--- config.mk ---
export PLATFORM = sky130hd
export DESIGN_NAME = midi_channel_note_allocator_top
export DESIGN_NICKNAME = d
export VERILOG_FILES = /design/src/rtl/mcna_pkg.sv /design/src/rtl/mcna_dpath.sv /design/src/rtl/mcna_ctrl.sv /design/src/rtl/midi_channel_note_allocator_top.sv
export SDC_FILE = /design/constraint.sdc
export NUM_CORES = 1
export LEC_CHECK = 0
export BUFFER_PORTS_ARGS = -buffer_cell sky130_fd_sc_hd__buf_2
export CORE_ASPECT_RATIO = 1.25
export CORE_MARGIN = 3
export CORE_UTILIZATION = 29
export CTS_BUF_LIST = sky130_fd_sc_hd__clkbuf_16
export DETAILED_ROUTE_END_ITERATION = 10
export PLACE_DENSITY = 0.52
export SKIP_LAST_GASP = 1
export SLEW_MARGIN = 20
export SYNTH_ARGS = -nofsm -noshare
export SYNTH_HDL_FRONTEND = slang
export SYNTH_HIERARCHICAL = 1
export SYNTH_SLANG_ARGS = --single-unit
export TNS_END_PERCENT = 50
--- constraint.sdc ---
create_clock -name clk -period 4.5 [get_ports clk]
set_input_delay 0.225 -clock clk [delete_from_list [all_inputs] [get_ports clk]]
set_output_delay 0.225 -clock clk [all_outputs]
set_load 0.01 [all_outputs]
--- src/rtl/mcna_pkg.sv ---
// ----------------------------------------------------------------------------
// mcna_pkg: shared types and constants of the MIDI channel note allocator
// Field widths, event kind codes and the controller/datapath interface.
// ----------------------------------------------------------------------------
package mcna_pkg;

	localparam int CHANNELS = 16;
	localparam int IDX_W    = $clog2(CHANNELS);

	localparam int KIND_W = 2;
	localparam int CH_W   = 4;
	localparam int NOTE_W = 7;
	localparam int VEL_W  = 7;
	localparam int HELD_W = 8;
	localparam int ACT_W  = 5;

	localparam logic [HELD_W-1:0] FREE_NOTE  = 8'hFF;
	localparam logic [CH_W-1:0]   DRUM_RESET = 4'd9;

	localparam logic [KIND_W-1:0] KIND_NOTE_ON  = 2'd0;
	localparam logic [KIND_W-1:0] KIND_NOTE_OFF = 2'd1;

	// Commands from the controller to the datapath
	typedef struct packed {
		logic load;      // take the input transfer into the work registers
		logic idx_own;   // point the scan index at the event's channel
		logic idx_zero;  // point the scan index at channel 0
		logic idx_next;  // advance scan index (wraps) and step count
		logic alloc;     // store the note at the scan index
		logic free_ent;  // clear the entry at the scan index
		logic nofree;    // flag the result as having found no free channel
		logic emit;      // load the output register
	} dp_cmd_t;

	// Status from the datapath to the controller
	typedef struct packed {
		logic pass;       // event leaves the state untouched
		logic note_on;    // note-on with nonzero velocity
		logic ent_free;   // entry at scan index is free
		logic ent_match;  // entry holds the moved note of this origin and number
		logic ent_skip;   // scan index is the drum channel
		logic last;       // final step of a scan
		logic obuf_free;  // output register can take a result this cycle
	} dp_sts_t;

endpackage

--- src/rtl/mcna_dpath.sv ---
// ----------------------------------------------------------------------------
// mcna_dpath: channel table, scan index and result registers
// Holds the per-channel note table, the active count and the output stage.
// ----------------------------------------------------------------------------
module mcna_dpath (
	input  logic                         clk,
	input  logic                         arst_n,
	input  mcna_pkg::dp_cmd_t            cmd,
	output mcna_pkg::dp_sts_t            sts,
	input  logic [mcna_pkg::KIND_W-1:0]  event_kind,
	input  logic [mcna_pkg::CH_W-1:0]    channel,
	input  logic [mcna_pkg::NOTE_W-1:0]  note_number,
	input  logic [mcna_pkg::VEL_W-1:0]   velocity,
	input  logic                         cfg_valid,
	input  logic [mcna_pkg::CH_W-1:0]    cfg_data,
	output logic                         out_valid,
	input  logic                         out_stall,
	output logic [mcna_pkg::CH_W-1:0]    out_channel,
	output logic                         moved,
	output logic                         no_free_channel,
	output logic [mcna_pkg::ACT_W-1:0]   active_notes
);

	logic [mcna_pkg::KIND_W-1:0] kind_q;
	logic [mcna_pkg::CH_W-1:0]   ch_q;
	logic [mcna_pkg::NOTE_W-1:0] note_q;
	logic [mcna_pkg::VEL_W-1:0]  vel_q;
	logic [mcna_pkg::CH_W-1:0]   drum_q;

	logic [mcna_pkg::IDX_W-1:0]  idx_q;
	logic [mcna_pkg::IDX_W-1:0]  cnt_q;

	logic [mcna_pkg::HELD_W-1:0] held_q [mcna_pkg::CHANNELS];
	logic [mcna_pkg::CH_W-1:0]   orig_q [mcna_pkg::CHANNELS];
	logic                        mark_q [mcna_pkg::CHANNELS];
	logic [mcna_pkg::ACT_W-1:0]  active_q;

	logic [mcna_pkg::CH_W-1:0]   res_ch_q;
	logic                        res_mv_q;
	logic                        res_nf_q;

	logic [mcna_pkg::HELD_W-1:0] ent_held;
	logic [mcna_pkg::CH_W-1:0]   ent_orig;
	logic                        ent_mark;
	logic [mcna_pkg::CH_W-1:0]   idx_ch;

	assign ent_held = held_q[idx_q];
	assign ent_orig = orig_q[idx_q];
	assign ent_mark = mark_q[idx_q];
	assign idx_ch   = mcna_pkg::CH_W'(idx_q);

	always_comb begin
		sts.pass      = (kind_q != mcna_pkg::KIND_NOTE_ON && kind_q != mcna_pkg::KIND_NOTE_OFF)
			|| (ch_q == drum_q)
			|| (mcna_pkg::ACT_W'(ch_q) >= mcna_pkg::ACT_W'(mcna_pkg::CHANNELS));
		sts.note_on   = (kind_q == mcna_pkg::KIND_NOTE_ON) && (vel_q != '0);
		sts.ent_free  = (ent_held == mcna_pkg::FREE_NOTE);
		sts.ent_match = (ent_held != mcna_pkg::FREE_NOTE) && ent_mark && (ent_orig == ch_q)
			&& (ent_held == mcna_pkg::HELD_W'(note_q));
		sts.ent_skip  = (idx_ch == drum_q);
		sts.last      = (cnt_q == mcna_pkg::IDX_W'(mcna_pkg::CHANNELS - 1));
		sts.obuf_free = !out_valid || !out_stall;
	end

	// Drum channel register; the user must write it only while idle, the block does not enforce this
	always_ff @(posedge clk or negedge arst_n) begin
		if (!arst_n) begin
			drum_q <= mcna_pkg::DRUM_RESET;
		end else if (cfg_valid) begin
			drum_q <= cfg_data;
		end
	end

	// Work registers for the event in flight
	always_ff @(posedge clk) begin
		if (cmd.load) begin
			kind_q <= event_kind;
			ch_q   <= channel;
			note_q <= note_number;
			vel_q  <= velocity;
		end
	end

	// Scan index and step count
	always_ff @(posedge clk or negedge arst_n) begin
		if (!arst_n) begin
			idx_q <= '0;
			cnt_q <= '0;
		end else if (cmd.idx_own) begin
			idx_q <= mcna_pkg::IDX_W'(ch_q);
			cnt_q <= '0;
		end else if (cmd.idx_zero) begin
			idx_q <= '0;
			cnt_q <= '0;
		end else if (cmd.idx_next) begin
			idx_q <= (idx_q == mcna_pkg::IDX_W'(mcna_pkg::CHANNELS - 1)) ? '0 : idx_q + 1'b1;
			cnt_q <= cnt_q + 1'b1;
		end
	end

	// Channel table and active count
	always_ff @(posedge clk or negedge arst_n) begin
		if (!arst_n) begin
			for (int i = 0; i < mcna_pkg::CHANNELS; i++) begin
				held_q[i] <= mcna_pkg::FREE_NOTE;
				orig_q[i] <= '0;
				mark_q[i] <= 1'b0;
			end
			active_q <= '0;
		end else if (cmd.alloc) begin
			held_q[idx_q] <= mcna_pkg::HELD_W'(note_q);
			orig_q[idx_q] <= ch_q;
			mark_q[idx_q] <= (idx_ch != ch_q);
			active_q      <= active_q + 1'b1;
		end else if (cmd.free_ent) begin
			held_q[idx_q] <= mcna_pkg::FREE_NOTE;
			orig_q[idx_q] <= '0;
			mark_q[idx_q] <= 1'b0;
			if (ent_held != mcna_pkg::FREE_NOTE) begin
				active_q <= active_q - 1'b1;
			end
		end
	end

	// Result being built; a table write at another channel means the event moved
	always_ff @(posedge clk) begin
		if (cmd.load) begin
			res_ch_q <= channel;
			res_mv_q <= 1'b0;
			res_nf_q <= 1'b0;
		end else if (cmd.alloc || cmd.free_ent) begin
			res_ch_q <= idx_ch;
			res_mv_q <= (idx_ch != ch_q);
		end else if (cmd.nofree) begin
			res_nf_q <= 1'b1;
		end
	end

	// Output register
	always_ff @(posedge clk or negedge arst_n) begin
		if (!arst_n) begin
			out_valid <= 1'b0;
		end else if (cmd.emit) begin
			out_valid <= 1'b1;
		end else if (!out_stall) begin
			out_valid <= 1'b0;
		end
	end

	always_ff @(posedge clk) begin
		if (cmd.emit) begin
			out_channel     <= res_ch_q;
			moved           <= res_mv_q;
			no_free_channel <= res_nf_q;
			active_notes    <= active_q;
		end
	end

	a_active_bound: assert property (@(posedge clk) disable iff (!arst_n)
		active_q <= mcna_pkg::ACT_W'(mcna_pkg::CHANNELS))
		else $error("active count exceeds channel count");

	a_alloc_not_drum: assert property (@(posedge clk) disable iff (!arst_n)
		cmd.alloc |-> (idx_ch != drum_q) && sts.ent_free)
		else $error("note stored on drum or busy channel");

	a_emit_room: assert property (@(posedge clk) disable iff (!arst_n)
		cmd.emit |-> sts.obuf_free)
		else $error("result overwrote a waiting transfer");

endmodule

--- src/rtl/mcna_ctrl.sv ---
// ----------------------------------------------------------------------------
// mcna_ctrl: sequencing state machine of the note allocator
// Steps the datapath through own-channel checks and channel scans.
// ----------------------------------------------------------------------------
module mcna_ctrl (
	input  logic                clk,
	input  logic                arst_n,
	input  logic                in_valid,
	output logic                in_stall,
	input  mcna_pkg::dp_sts_t   sts,
	output mcna_pkg::dp_cmd_t   cmd
);

	typedef enum logic [6:0] {
		ST_IDLE     = 7'b0000001,
		ST_DECIDE   = 7'b0000010,
		ST_OWN_ON   = 7'b0000100,
		ST_SCAN_ON  = 7'b0001000,
		ST_SCAN_OFF = 7'b0010000,
		ST_OWN_OFF  = 7'b0100000,
		ST_RESULT   = 7'b1000000
	} state_t;

	state_t state_q;
	state_t state_d;

	assign in_stall = (state_q != ST_IDLE);

	always_comb begin
		state_d = state_q;
		cmd     = '0;
		unique case (state_q)
			ST_IDLE: begin
				if (in_valid) begin
					cmd.load = 1'b1;
					state_d  = ST_DECIDE;
				end
			end
			ST_DECIDE: begin
				if (sts.pass) begin
					state_d = ST_RESULT;
				end else if (sts.note_on) begin
					cmd.idx_own = 1'b1;
					state_d     = ST_OWN_ON;
				end else begin
					cmd.idx_zero = 1'b1;
					state_d      = ST_SCAN_OFF;
				end
			end
			ST_OWN_ON: begin
				if (sts.ent_free) begin
					cmd.alloc = 1'b1;
					state_d   = ST_RESULT;
				end else begin
					cmd.idx_next = 1'b1;
					state_d      = ST_SCAN_ON;
				end
			end
			ST_SCAN_ON: begin
				if (!sts.ent_skip && sts.ent_free) begin
					cmd.alloc = 1'b1;
					state_d   = ST_RESULT;
				end else if (sts.last) begin
					cmd.nofree = 1'b1;
					state_d    = ST_RESULT;
				end else begin
					cmd.idx_next = 1'b1;
				end
			end
			ST_SCAN_OFF: begin
				if (sts.ent_match) begin
					cmd.free_ent = 1'b1;
					state_d      = ST_RESULT;
				end else if (sts.last) begin
					cmd.idx_own = 1'b1;
					state_d     = ST_OWN_OFF;
				end else begin
					cmd.idx_next = 1'b1;
				end
			end
			ST_OWN_OFF: begin
				cmd.free_ent = 1'b1;
				state_d      = ST_RESULT;
			end
			ST_RESULT: begin
				if (sts.obuf_free) begin
					cmd.emit = 1'b1;
					state_d  = ST_IDLE;
				end
			end
			default: begin
				state_d = ST_IDLE;
			end
		endcase
	end

	always_ff @(posedge clk or negedge arst_n) begin
		if (!arst_n) begin
			state_q <= ST_IDLE;
		end else begin
			state_q <= state_d;
		end
	end

	a_busy_after_load: assert property (@(posedge clk) disable iff (!arst_n)
		in_valid && !in_stall |=> in_stall)
		else $error("second transfer taken while an event is in flight");

	a_result_holds: assert property (@(posedge clk) disable iff (!arst_n)
		state_q == ST_RESULT && !sts.obuf_free |=> state_q == ST_RESULT)
		else $error("result dropped while output stalled");

	a_one_table_write: assert property (@(posedge clk) disable iff (!arst_n)
		!(cmd.alloc && cmd.free_ent))
		else $error("store and clear issued together");

endmodule

--- src/rtl/midi_channel_note_allocator_top.sv ---
// ----------------------------------------------------------------------------
// midi_channel_note_allocator_top: MIDI channel note allocator
// One MIDI event in, one routed event out, at most one note per channel.
// ----------------------------------------------------------------------------
// Each accepted event yields exactly one result. A note-on with nonzero
// velocity lands on its own channel when that channel is free; otherwise it
// moves to the next free channel in round-robin order, skipping the drum
// channel, and is flagged moved. If every channel is busy it stays put with
// no_free_channel set and the table unchanged. A note-off (or velocity-0
// note-on) frees the lowest channel holding a moved note of the same origin
// and number, reporting that channel; failing that it frees its own channel.
// Other events, drum channel events and channels beyond the table pass
// through. The scan visits one table entry per cycle through a single
// read port. A new event is taken once the previous result is in the
// output register, even if that result has not yet been transferred.
// The drum channel register (reset 9) is written through the cfg channel,
// which is always ready; write it only while the block is idle.
// The active_notes field counts held channels after the event is applied.
// ----------------------------------------------------------------------------
module midi_channel_note_allocator_top (
	input  logic                         clk,
	input  logic                         arst_n,
	// event input channel
	input  logic                         in_valid,
	output logic                         in_stall,
	input  logic [mcna_pkg::KIND_W-1:0]  event_kind,
	input  logic [mcna_pkg::CH_W-1:0]    channel,
	input  logic [mcna_pkg::NOTE_W-1:0]  note_number,
	input  logic [mcna_pkg::VEL_W-1:0]   velocity,
	// result channel
	output logic                         out_valid,
	input  logic                         out_stall,
	output logic [mcna_pkg::CH_W-1:0]    out_channel,
	output logic                         moved,
	output logic                         no_free_channel,
	output logic [mcna_pkg::ACT_W-1:0]   active_notes,
	// drum channel register write
	input  logic                         cfg_valid,
	output logic                         cfg_ready,
	input  logic [mcna_pkg::CH_W-1:0]    cfg_data
);

	mcna_pkg::dp_cmd_t cmd;
	mcna_pkg::dp_sts_t sts;

	// The drum register write channel is always ready
	assign cfg_ready = 1'b1;

	// Sequencer: one event at a time, scan steps issued as commands
	mcna_ctrl u_ctrl (
		.clk      (clk),
		.arst_n   (arst_n),
		.in_valid (in_valid),
		.in_stall (in_stall),
		.sts      (sts),
		.cmd      (cmd)
	);

	// Channel table, scan index, drum register and output stage
	mcna_dpath u_dpath (
		.clk             (clk),
		.arst_n          (arst_n),
		.cmd             (cmd),
		.sts             (sts),
		.event_kind      (event_kind),
		.channel         (channel),
		.note_number     (note_number),
		.velocity        (velocity),
		.cfg_valid       (cfg_valid && cfg_ready),
		.cfg_data        (cfg_data),
		.out_valid       (out_valid),
		.out_stall       (out_stall),
		.out_channel     (out_channel),
		.moved           (moved),
		.no_free_channel (no_free_channel),
		.active_notes    (active_notes)
	);

endmodule

[Yosys cells after proc, flatten, opt, wreduce, memory -nomap -nowiden]
Index checks and enable logic that the tools add are counted.
Word-level totals
  input port bits: 29
  bits in registers: 270
  output and inout port bits: 14
Cells by class
  bitwise logic cells: 7
  equality and inequality tests: 23
  reductions and logical operators: 23
  add/sub/neg operators: 4
  order comparisons: 2
  muxes and demuxes: 71
Operators with widths (number)
  $mux W128: 2
  $bwmux W128: 1
  $mux W64: 2
  $or A128 B128 Y128: 1
  $and A64 B64 Y64: 1
  $bwmux W64: 1
  $not A64 Y64: 1
  $mux W7: 8
  $pmux W7 S7: 1
  $mux W4: 12
  $bmux W8 S4: 1
  $demux W8 S4: 1
  $mux W16: 2
  $mux W8: 3
  $mux W1: 23
  $mux W5: 4
  $and A16 B16 Y16: 1
  $bmux W4 S4: 1
  $bwmux W16: 1
  $demux W4 S4: 1
  $not A16 Y16: 1
  $eq A4 B4 Y1: 3
  $add A4 B1 Y4 const B: 2
  $eq A4 B4 Y1 const B: 2
  36 further kinds: 54

[Longest topological paths before layout]
  depth in word-level cells: 13
  mapped depth: 19
  gate-level depth less buffers: 14

[Cells and area by module]
The synthesis kept the hierarchy.
By module, submodules not included
  mcna_dpath: cells each 967, times used 1, area each 11760.0 um^2
  mcna_ctrl: cells each 65, times used 1, area each 544.3 um^2
  midi_channel_note_allocator_top: cells each 2, times used 1, area each 11.3 um^2

[Worst setup path before layout]
OpenSTA, ideal clock, no wires.
  kind: register -> register
  start: register u_dpath.idx_q, in the netlist u_dpath/idx_ch[1]
  end: register u_dpath/active_q[1] (netlist bit)
  data arrival time: 3.774 ns
  path buffers: 5
  stages on the path, launching flop included: 15
  setup slack: 0.599 ns
  data required time: 4.372 ns
  path through: dfrtp_1 > buf_2 > buf_2 > clkbuf_1 > buf_1 > mux4_2 > mux4_2 > xnor2_1 > nand4_1 > nor4_2 > a21oi_1 > nor2_1 > clkbuf_1 > a21o_1 > mux2_1
RTL lines
  from (decl): RTL line mcna_dpath.sv:30  | logic [mcna_pkg::IDX_W-1:0] idx_q;
  from (signal assigned): RTL line mcna_dpath.sv:90  | idx_q <= mcna_pkg::IDX_W'(ch_q);
  from (signal assigned): RTL line mcna_dpath.sv:96  | idx_q <= (idx_q == mcna_pkg::IDX_W'(mcna_pkg::CHANNELS - 1)) ? '0 : idx_q + 1'b1;
  to (signal assigned): RTL line mcna_dpath.sv:114  | active_q <= active_q + 1'b1;
  to (signal assigned): RTL line mcna_dpath.sv:120  | active_q <= active_q - 1'b1;
  to (decl): RTL line mcna_dpath.sv:36  | logic [mcna_pkg::ACT_W-1:0] active_q;

==> metrics.txt <==
result of the run=completed; area of the die=45000 sq um; Cells after Synth=1034; total standard cell area after synthesis=12300 sq um; count of nets after finishing=1180; list of most frequent post-synthesis cells=169 x nand2_1, 131 x dfstp_2, 131 x o21ai_1; unrepaired setup endpoints after global routing=true; post-detailed-route count of antenna-violating nets=0; CTS max path bufs=3; Tightest Hold Check Type=input port to async pin; initial core utilization=29.6%; clock tree from TritonCTS=yes; area of the multi-input gates=4910 sq um; Detailed Route Iter0 Violations=684; cell count after placement=1625; Crit Path Max Fanout=16; non-filler instance count after layout=1718; DRC viols=0; Power, Total=6.72 mW; Avg Vias per Cell=5.14; length of routed met2 wiring=17700 um; clock buffers created by TritonCTS=31; Worst Path Arrival=4.76 ns; clock skew after layout=0.0107 ns; final routed wire length divided by cell count=21.3 um; GP Congestion=0.842; die width=190 um; Max Cap Violations=0; area added between synthesis and finish=21.1%; number of global-route vias before repair=9184; proportion of register bits with asynchronous set or reset after synthesis=86.3%; post-detailed-placement half-perimeter wirelength=24700 um; Worst VDD drop=0.000285 V; final hold violation count=0; number of port buffers=41; Finished Cell Area=14900 sq um; synth top area cells=dfstp_2 28%, dfrtp_1 21%, mux4_2 11%, edfxtp_1 8.5%, o21ai_1 5.3%; Post-Route M1 WL=15700 um; placed cell area=13500 sq um; dominant cell type by area after synthesis=dfstp_2; count of clock tree sinks=270; # fillers=4109; pin count of the biggest net entering global routing=100; number of flops mapped to enable cells by yosys=35; fraction of the yosys area taken by sequential cells=57.5%; headroom to the max-slew limit=41.0%; actual transition at the worst max-transition pin=0.882 ns; DIE HEIGHT=236 um; deepest level of the CTS H-tree=1; register bit count reported by yosys=270; element type at the critical path end=register; area of the placeable core=41500 sq um; post-route core utilization=35.9%; antenna cells=0; global-route congestion overflow total=0; post-route fraction of the period consumed by the critical path=95.8%; clock slew at the register clock pins of the worst setup and hold paths=0.06 ns; setup violators final=0; fraction of final layout cells with drive strength greater than 1=32.4%; first-pass iteration count of the detailed router=7; met3 routed WL=1870 um; Worst Path Required=4.95 ns; maximum clock rate=232 MHz; power density over the cells=450 nW/um^2; Mean Syn Cell Area=11.9 sq um; overall routing resource usage=16.1%; flip-flop and latch area=7090 sq um; post-detailed-routing wire length=36500 um; number of pins with negative max-slew slack in the final report=0; crit path kind=register to register; Worst Setup Start Kind=register; leakage component of the power=5.98 nW; most common cell in the synthesized netlist=nand2_1; Root Driver=clkbuf_16; number of nets in the synthesized netlist=1072; global-route wire length before repair=56300 um; initial antenna violation count=0; source-to-sink clock delay at the later pin of the worst-skew pair=0.56 ns; io pins=43; post-synth cell types=61; Site Rows=83; total vias in the final route=8823; flip-flop cell with the highest count after synthesis=dfstp_2; yosys warns=6; crit path time final=4.31 ns; top sig layer=met4; fraction of synthesized cell area taken by the top area cell type=27.9%
## cell type report
type	count	share of cell area [%]
flip-flops and latches	270	47.6
multi-input cells	683	32.9
repair buffers	144	7.45
clock buffers	31	5.20
well taps	552	4.63
clock inverters	26	1.94
inverters	12	0.302
## worst max-delay path, stage by stage (launching register included)
cell and delay [ns]:
dfrtp_1 0.85, and2_1 0.49, a22oi_1 0.21, nand2_1 0.14, nand2_1 0.11, or4_1 0.57, inv_1 0.16, and3_1 0.27
inv_2 0.17, fa_1 0.49, a21o_1 0.17, a21oi_1 0.16, and2_1 0.14, a31oi_1 0.10, xnor2_1 0.14
## sequential cells by signal (all words and copies together), names as in the netlist, 2 cells and up
signal and flops:
u_dpath/kind_q 2, u_dpath/out_channel 4, u_dpath/orig_q 64, u_dpath/ch_q 4
u_ctrl/state_q 7, u_dpath/cnt_q 4, u_dpath/held_q 128, u_dpath/active_q 5
u_dpath/active_notes 5, u_dpath/idx_ch 4, u_dpath/mark_q 16, u_dpath/drum_q 4
u_dpath/note_q 7, u_dpath/vel_q 7, u_dpath/res_ch_q 4
## placed cells by master, fill, tap and decap left out, types with 6 or more instances in the layout
cell / n
xnor2_1: 18
a31oi_1: 18
ha_1: 8
nor2_1: 62
a21oi_1: 8
dlygate4sd3_1: 31
a22oi_1: 8
o21ai_0: 11
dfrtp_1: 99
a22o_1: 65
inv_1: 10
dfstp_2: 131
buf_2: 40
clkbuf_16: 31
mux2_2: 6
edfxtp_1: 35
nand3_1: 24
mux4_2: 58
o21ai_1: 131
xor2_1: 15
bufinv_16: 6
clkinv_2: 9
nand2_1: 169
buf_4: 69
## cells by family (layout without fill, tap and decap cells)
| kind of cell | count (synthesis) | in the layout | share of synthesized area, % |
|---|---|---|---|
| AO/OA/AOI/OAI | 266 | 266 | 13.8 |
| XOR/XNOR | 33 | 33 | 2.35 |
| adder cells (fa/ha/maj) | 9 | 9 | 0.975 |
| buffers and inverters | 81 | 213 | 2.79 |
| flip-flops | 270 | 270 | 57.5 |
| multiplexers | 73 | 73 | 11.9 |
| other | 1 | 1 | 0.0304 |
| AND/OR/NAND/NOR | 301 | 301 | 10.6 |
## path summary, 6_finish.rpt
| kind | slack, ns | depth (start not counted) | endpoint | start |
|---|---|---|---|---|
| hold reg to reg | 0.42 | 0 | u_dpath/out_channel[1]$_DFFE_PP_ | u_dpath/res_ch_q[1]$_DFFE_PP_ |
| max in group asynchronous | 3.07 | 3 | u_dpath/held_q[52]$_DFFE_PN1P_ | arst_n |
| setup / recovery | 0.19 | 14 | u_dpath/active_q[4]$_DFFE_PN0P_ | u_dpath/idx_ch[3]$_DFFE_PN0P_ |
| hold / removal | 0.27 | 2 | u_dpath/cnt_q[1]$_DFFE_PN0P_ | arst_n |
| setup reg to reg | 0.19 | 14 | u_dpath/active_q[4]$_DFFE_PN0P_ | u_dpath/idx_ch[3]$_DFFE_PN0P_ |
| min in group clk | 0.37 | 2 | u_dpath/note_q[4]$_DFFE_PP_ | note_number[4] |
## report_power, final
part           total, mW  switching (mW)  internal [mW]
combinational       1.30           0.790          0.506
clock               2.64            1.04           1.60
sequential          2.78           0.167           2.61
## timing repair
action | 4_1_cts | 5_1_grt
resized for setup | 0 | 4
setup buffers | 0 | 5
hold buffers | 31 | 0
endpoints found under the setup margin | 0 | 168
endpoints found under the hold margin | 90 | 0
## per-stage QoR
step	setup TNS, ns	worst slack [ns]	hold slack (ns)
after floorplan	0	0.599	-0.0706
after global routing	-0.0241	-0.0241	0.330
after global placement	0	0.133	0.318
final	0	0.191	0.268
after CTS	0	0.0314	0.307
after detailed placement	0	0.0535	0.318
## per-layer routing
metal / vias up / global-route usage, %
li1: 3980 / -
met1: 4496 / 21.5
met2: 273 / 26.8
met3: 74 / 2.17
met4: 0 / 5.65
met5: - / 0
(Power assumes the default switching activity.)
